`src/design/assert_macros.svh`:
```
// Assertion macros for the top-level design file.
`ifndef ASSERT_MACROS_SVH
`define ASSERT_MACROS_SVH
`ifndef SYNTHESIS
`define LJE_ASSERT(lbl, prop, msg) \
  lbl: assert property (@(posedge clk) disable iff (!rst_n) prop) else $error(msg);
`define LJE_ASSERT_RST(lbl, prop, msg) \
  lbl: assert property (@(posedge clk) prop) else $error(msg);
`else
`define LJE_ASSERT(lbl, prop, msg)
`define LJE_ASSERT_RST(lbl, prop, msg)
`endif
`endif

```
`src/design/lje_ram.sv`:
```
// Generic single-write, single-read RAM with registered read data.
module lje_ram #(
  parameter int WIDTH = 32,
  parameter int DEPTH = 8
) (
  input  logic                     clk,
  input  logic                     we,
  input  logic [$clog2(DEPTH)-1:0] waddr,
  input  logic [WIDTH-1:0]         wdata,
  input  logic [$clog2(DEPTH)-1:0] raddr,
  output logic [WIDTH-1:0]         rdata
);

  logic [WIDTH-1:0] mem [DEPTH];

  always_ff @(posedge clk) begin
    if (we) begin
      mem[waddr] <= wdata;
    end
    rdata <= mem[raddr];
  end

endmodule

```
`config.mk`:
```
export PLATFORM = sky130hd
export DESIGN_NAME = lje_ram
export DESIGN_NICKNAME = d
export VERILOG_FILES = /design/src/design/assert_macros.svh /design/src/design/lje_ram.sv
export SDC_FILE = /design/constraint.sdc
export NUM_CORES = 1
export LEC_CHECK = 0
export BUFFER_PORTS_ARGS = -buffer_cell sky130_fd_sc_hd__buf_2
export CAP_MARGIN = 5
export CORE_MARGIN = 10
export CORE_UTILIZATION = 25
export CTS_CLUSTER_DIAMETER = 100
export DETAILED_ROUTE_END_ITERATION = 8
export PLACE_DENSITY_LB_ADDON = 0.3
export SYNTH_ARGS = -nofsm -noshare
export SYNTH_HDL_FRONTEND = slang
export SYNTH_SLANG_ARGS = --single-unit
export TNS_END_PERCENT = 30
```
`constraint.sdc`:
```
create_clock -name clk -period 8.15 [get_ports clk]
set_clock_uncertainty 0.05 [all_clocks]
set_input_delay 1.63 -clock clk [delete_from_list [all_inputs] [get_ports clk]]
set_output_delay 1.63 -clock clk [all_outputs]
set_load 0.02 [all_outputs]
```
Word level (Yosys, flattened, before mapping)
Memories as Yosys holds them, arrays and structs flattened. A register that Yosys moved wholly into a read port is not among the register bits.
Index checks and enable logic that the tools add are counted.
{"block": "classes", "n_mux": 2}
{"operator": "$mux W1", "count": 2}
{"block": "word_totals", "ff_bits": 0, "ram_bits": 256, "out_inout_bits": 32, "elab_cells": 3, "n_memories": 1}
{"memory": "mem", "depth": 8, "width": 32, "read_ports": 1, "rd_clocked_by_memory_dff": 1, "wr": 1, "line": "lje_ram.sv:14", "source": "logic [WIDTH-1:0] mem [DEPTH];"}

Longest topological paths before layout
Gate-level depths: netlist (run 1).
{"block": "logic_depth", "depth_word": 2, "mapped_depth": 4}

Least setup slack after synthesis (run 1)
Ideal clock, no wire load.
{"block": "synth_timing", "path_kind": "input to register", "startpoint": "in waddr[2]", "endpoint": "mem mem[0][0], enable pin", "setup_time_ps": 461, "arrival_ps": 4016, "required_time_ps": 7639, "slack_ps": 3623, "cell_stages": 2, "path_buffers": 0, "cell_sequence": "nand2b_1 nor3_1"}
{"element": "start: declaration", "line": "lje_ram.sv:8", "source": "input logic [$clog2(DEPTH)-1:0] waddr,"}
{"element": "end: declaration", "line": "lje_ram.sv:14"}
No word-level cell before the write port.

==> results of run 1 <==
[routing by layer]
| metal | vias up | global-route usage, % |
|---|---|---|
| li1 | 1975 | - |
| met1 | 2385 | 10.86 |
| met2 | 90 | 14.25 |
| met5 | - | 0 |
| met4 | 12 | 1.996 |
| met3 | 42 | 2.511 |
[cells in the final DEF, fill, tap and decap left out]
cell	Yosys	layout
buf_2	6	69
buf_4	0	11
bufinv_16	0	6
clkbuf_1	1	3
clkbuf_16	0	31
clkbuf_8	0	4
clkinv_1	0	1
clkinv_2	0	8
clkinv_4	0	1
clkinvlp_4	0	2
dfxtp_1	32	32
diode_2	0	2
edfxtp_1	256	256
mux2_2	32	32
mux4_1	40	40
mux4_2	24	24
nand2_1	2	2
nand2b_1	3	3
nor2_4	0	6
nor3_2	0	2
[cells by family after synthesis]
kind of cell,after synthesis,share of synthesized area (%)
muxes,96,18.65
and+or+nand+nor,13,0.5619
DFF,288,79.57
buffers and inverters,18,1.219
[flip-flops by register name (all words and copies together), names as in the netlist]
signal and flops:
rdata 32, mem 256
[synthesized netlist by cell type]
master | n | area, sq um
mux4_2 | 24 | 540.5
nor2_1 | 6 | 22.52
dfxtp_1 | 32 | 640.6
nand2b_1 | 3 | 18.77
buf_1 | 4 | 15.01
edfxtp_1 | 256 | 7687
clkbuf_1 | 1 | 3.750
nor3_1 | 2 | 10.01
mux4_1 | 40 | 1051
nand2_1 | 2 | 7.510
buf_6 | 7 | 78.83
mux2_2 | 32 | 360.4
buf_2 | 6 | 30.03
[per-stage QoR]
stage          utilization [%]  area (sq um)
5_1_grt                  30.59         12580
2_1_floorplan                -         10470
4_1_cts                  30.59         12580
6_report                 30.61         12580
3_5_place_dp             27.94         11490
3_3_place_gp             27.94         11490
[power by group through the flow]
stage               Sequential (mW)  Clock (mW)  Combinational (mW)
floorplan                      1.73           0              0.0843
global placement               1.71           0               0.173
detailed placement             1.72           0               0.178
CTS                            1.68        1.50               0.179
global route                   1.69        1.56               0.187
finish                         1.68        1.46               0.172
[worst max-delay path, delay by kind of cell]
kind	cells	cell delay (ns)
multiplexers	2	0.91
buffers and inverters	2	1.06
[path summary, 6_finish.rpt]
path | from | end | slack [ns] | depth (start not counted)
worst max-delay path | raddr[0] | rdata[4] | 4.86 | 4
worst min-delay path | mem[7][5] | rdata[5] | 0.62 | 2
worst max register to register | mem[1][1] | rdata[1] | 6.78 | 2
worst min register to register | mem[7][5] | rdata[5] | 0.62 | 2
[final cells by class]
cell class / count / area (sq um)
Timing Repair Buffer: 80 / 427.9
Fill cell: 3978 / 28530
Tap cell: 532 / 665.6
Antenna cell: 2 / 5.005
Clock buffer: 38 / 842.1
Sequential cell: 288 / 8328
Clock inverter: 18 / 247.7
Multi-Input combinational cell: 109 / 2066
==> flow_summary.toml, run 1 <==
[status]
status = "finished, final reports clean"

[floorplan]
rows = 74
io_pins = 72
core_area_sq_um = 41110
die_h_microns = 224.6
die_w_microns = 224.6
die_area_sq_um = 50450
start_util_pct = 25.46

[placement]
dp_slack_ns = 4.241
io_buffers = 71
dpl.hpwl_mm = 11.84
dp_cells = 1009
globalplace.congestion = 0.6423

[power]
swShare_pct = 19.78
pwr-share-seq_pct = 50.8
ir_drop_mv = 0.1503
p_leak_nw = 4.185
power_frac_clock_pct = 44.0
p_switching_mw = 0.6557
powerDensity_nw_per_um2 = 263.4
p_int_mw = 2.659
comb_power_share_pct = 5.2
power_mw = 3.314

[synth]
synth_seq_cells = 288
netlist_area_sq_um = 10470
yosysSeqAreaShare_pct = 79.57
syn_avg_cell_area_sq_um = 25.22
synth_nets = 455
synthDistinctLibCells = 13
yosysWarnings = 0
netlist_instances = 415

[sta]
fin_ws_ns = 4.863
max_freq_mhz = 304.2
hold_slack_ns = 0.6152
relSlewSlack_pct = 22.21
final-max-slew-violation-count = 0
setup_tns_ns = 0
layout_min_cycle_time_ns = 3.287
min_period_over_period_pct = 40.33
finalHoldViolations = 0
worst_pin_slew_ns = 1.167
setup_viol_count_final = 0
rsz0062_at_grt = "false"

[global_routing]
grtUsageTotal_pct = 8.582
grt_pass1_vias = 4939
gr-total-overflow = 0
grt_antenna_before_repair = 9
grt_start_max_net_pins = 65
grt_pass1_wl_mm = 32.27

[drt]
wl_mm = 21.93
drc = 0
dr_wl_met2_mm = 10.45
highest_layer = "met5"
route.vias.total = 4504
first_iter_violations = 206
dr_wl_met3_mm = 1.202
vias_per_cell = 4.221
final_antenna_net_count = 0
dr.pass1.iters = 4
drt-met1-wl_mm = 9.834
wl_per_cell_microns = 20.56

[clock_network]
cts.hold.buffers_added = 0
cts.path.max_buffers = 3
clk_pin_slew_ns = 0.06
cts_buffers = 30
cts-root-buf = "clkbuf_16"
clkLatencyLatePin_ns = 0.54
clock_sinks = 288
postCtsSetupBuffers = 0
cts-resized-gates = 0
cts_tree = "built"
ctsHtreeMaxLevel = 1

[setup_path]
worstPathRequired_ns = 8.52
cp_slowest_cell = "mux4_1"
crit_path_end_kind = "register"
arrival_ns = 3.66
worstPathMaxFanout = 36
worstPathCellList = "buf_4, buf_4, mux4_1, mux2_2"
crit_path_start_kind = "input pin"
cpPeakStageDelay_ns = 0.64
critPathMostFrequentCell = "buf_4"
crit_type = "in -> reg"

[hold_path]
hold_class = "reg -> reg"

[layout]
nNetsFinal = 549
drive_above_1_share_pct = 36.77
area_growth_pct = 20.22
finalNonFillerCells = 1067

[flow_run]
drv_cap = 0
No activity file was read; power rests on OpenSTA's default activity.
==> inputs of run 2 (changes only) <==
- ABC_AREA: default -> 1
- clock period: 8.15 -> 2.65 ns (I/O delays scaled with it)
==> flow_summary.toml, run 2 <==
[status]
status = "finished, final reports clean"

[sta]
setup_tns_ns = 0
layout_min_cycle_time_ns = 1.778
setup_viol_count_final = 0
rsz0062_at_grt = "false"
relSlewSlack_pct = 38.20
finalHoldViolations = 0
final-max-slew-violation-count = 0
worst_pin_slew_ns = 0.9257
max_freq_mhz = 562.4
min_period_over_period_pct = 67.10

[drt]
first_iter_violations = 521
drc = 0
wl_per_cell_microns = 15.17
dr.pass1.iters = 4
route.vias.total = 7388
final_antenna_net_count = 0
wl_mm = 28.29
vias_per_cell = 3.961

[floorplan]
start_util_pct = 25.39
rows = 79
die_w_microns = 237.9
die_h_microns = 237.9
core_area_sq_um = 46750
die_area_sq_um = 56610
io_pins = 72

[setup_path]
worstPathRequired_ns = 2.07
worstPathCellList = "buf_2"
crit_type = "reg -> out"
arrival_ns = 1.20
worstPathMaxFanout = 1
crit_buf_inv = 1
cpPeakStageDelay_ns = 0.43
crit_path_end_kind = "output pin"
crit_path_start_kind = "register"
cp_top_family = "flip-flops"
cp_slowest_cell = "dfxtp_1"

[layout]
largestRegisters = "mem (256), rdata (32)"
area_growth_pct = 18.40
largest-register = "mem"
mostFrequentLayoutCells = "nand2_1, inv_1, edfxtp_1, nand3_1, buf_2"
final_common_cell = "nand2_1"
drive_above_1_share_pct = 12.01
fin_area_sq_um = 14060
largest_reg_flops = 256
nNetsFinal = 1273

[clock_network]
cts.path.max_buffers = 3
cts.hold.buffers_added = 0
cts_buffers = 31
cts-resized-gates = 0
clk_pin_slew_ns = 0.06
clock_sinks = 288
postCtsSetupBuffers = 0
clkLatencyLatePin_ns = 0.57
cts-root-buf = "clkbuf_16"
cts_tree = "built"
ctsHtreeMaxLevel = 1

[synth]
synth_seq_cells = 288
syn_avg_cell_area_sq_um = 10.27
ys_top_cells_by_count = "nand2_1, inv_1, edfxtp_1"
synthDistinctLibCells = 12
synth_nets = 1196
ys.flop_type = "edfxtp_1"
yosysWarnings = 0
netlist_instances = 1156
yosysSeqAreaShare_pct = 70.14
netlist.area_leader.share_pct = 64.75
synthTopCellsByArea = "edfxtp_1, nand2_1, inv_1"
async_flop_share_pct = 0
netlist_area_sq_um = 11870
synth-edff-count = 256
yosysMostFrequentCell = "nand2_1"
synth_top_area_cell = "edfxtp_1"

[placement]
io_buffers = 71
globalplace.congestion = 0.6976
dpl.hpwl_mm = 15.33
place_area_sq_um = 12990

[power]
power_mw = 10.34
pwr-share-seq_pct = 50.1
p_int_mw = 8.052
p_leak_nw = 6.322
power_frac_clock_pct = 43.2
comb_power_share_pct = 6.7
ir_drop_mv = 0.4434
swShare_pct = 22.15
p_switching_mw = 2.291
powerDensity_nw_per_um2 = 735.8

[global_routing]
met1_usage_pct = 13.67
gr-total-overflow = 0
busiest_layer = "met2"
grt_start_max_net_pins = 129
grt_pass1_vias = 7115
grtUsageTotal_pct = 9.831
grt_pass1_wl_mm = 43.27
grt_antenna_before_repair = 4
grt_use_met3_pct = 2.029
grt_util_met2_pct = 15.43

[hold_path]
hold_class = "in -> reg"

[flow_run]
drv_cap = 0
## run 2: per-stage QoR
stage	worst slack [ns]	hold WS (ns)	util [%]	instances
floorplan	0.1527	0.5370	-	1156
global placement	0.6947	0.5604	27.79	1807
detailed placement	0.6918	0.5692	27.79	1807
CTS	0.8697	0.1633	30.06	1864
global route	0.8599	0.1768	30.07	1865
finish	0.8720	0.1812	30.07	1865
## run 2: metal layers
layer,vias to the layer above,routed length [microns],share of wire [%]
met5,-,34,0.12
met4,4,538,1.9
met3,43,1315,4.6
met2,140,12670,45
met1,3461,13730,49
li1,3740,-,-
## run 2: cells by family (layout without fill, tap and decap cells)
group,count (synthesis),in the layout,share of synthesized area (%)
and+or+nand+nor,558,558,18.99
DFF,288,288,70.14
other,0,1,0
buffers and inverters,310,411,10.87
## run 2: power by group through the flow
stage                     Sequential, mW  Combinational [mW]  Clock [mW]
after CTS                           5.19               0.709        4.59
after detailed placement            5.28               0.705           0
after global routing                5.20               0.786        4.78
after global placement              5.28               0.702           0
after floorplan                     5.33               0.366           0
final                               5.18               0.692        4.47
## run 2: path summary, 6_finish.rpt
| kind | slack [ns] | cells after the start | endpoint | startpoint |
|---|---|---|---|---|
| worst max-delay path | 0.87 | 1 | rdata[0] | rdata[0] |
| worst min-delay path | 0.18 | 1 | mem[4][15] | wdata[15] |
| worst max register to register | 1.70 | 6 | rdata[31] | mem[1][31] |
| worst min register to register | 0.57 | 6 | rdata[21] | mem[0][21] |
## run 2: area by class of cell
type | instances | area [sq um]
Fill cell | 4781 | 32700
Sequential cell | 288 | 8328
Multi-Input combinational cell | 558 | 2315
Inverter | 262 | 985.9
Clock buffer | 45 | 898.4
Tap cell | 607 | 759.5
Timing Repair Buffer | 92 | 605.6
Clock inverter | 12 | 162.7
Antenna cell | 1 | 2.502
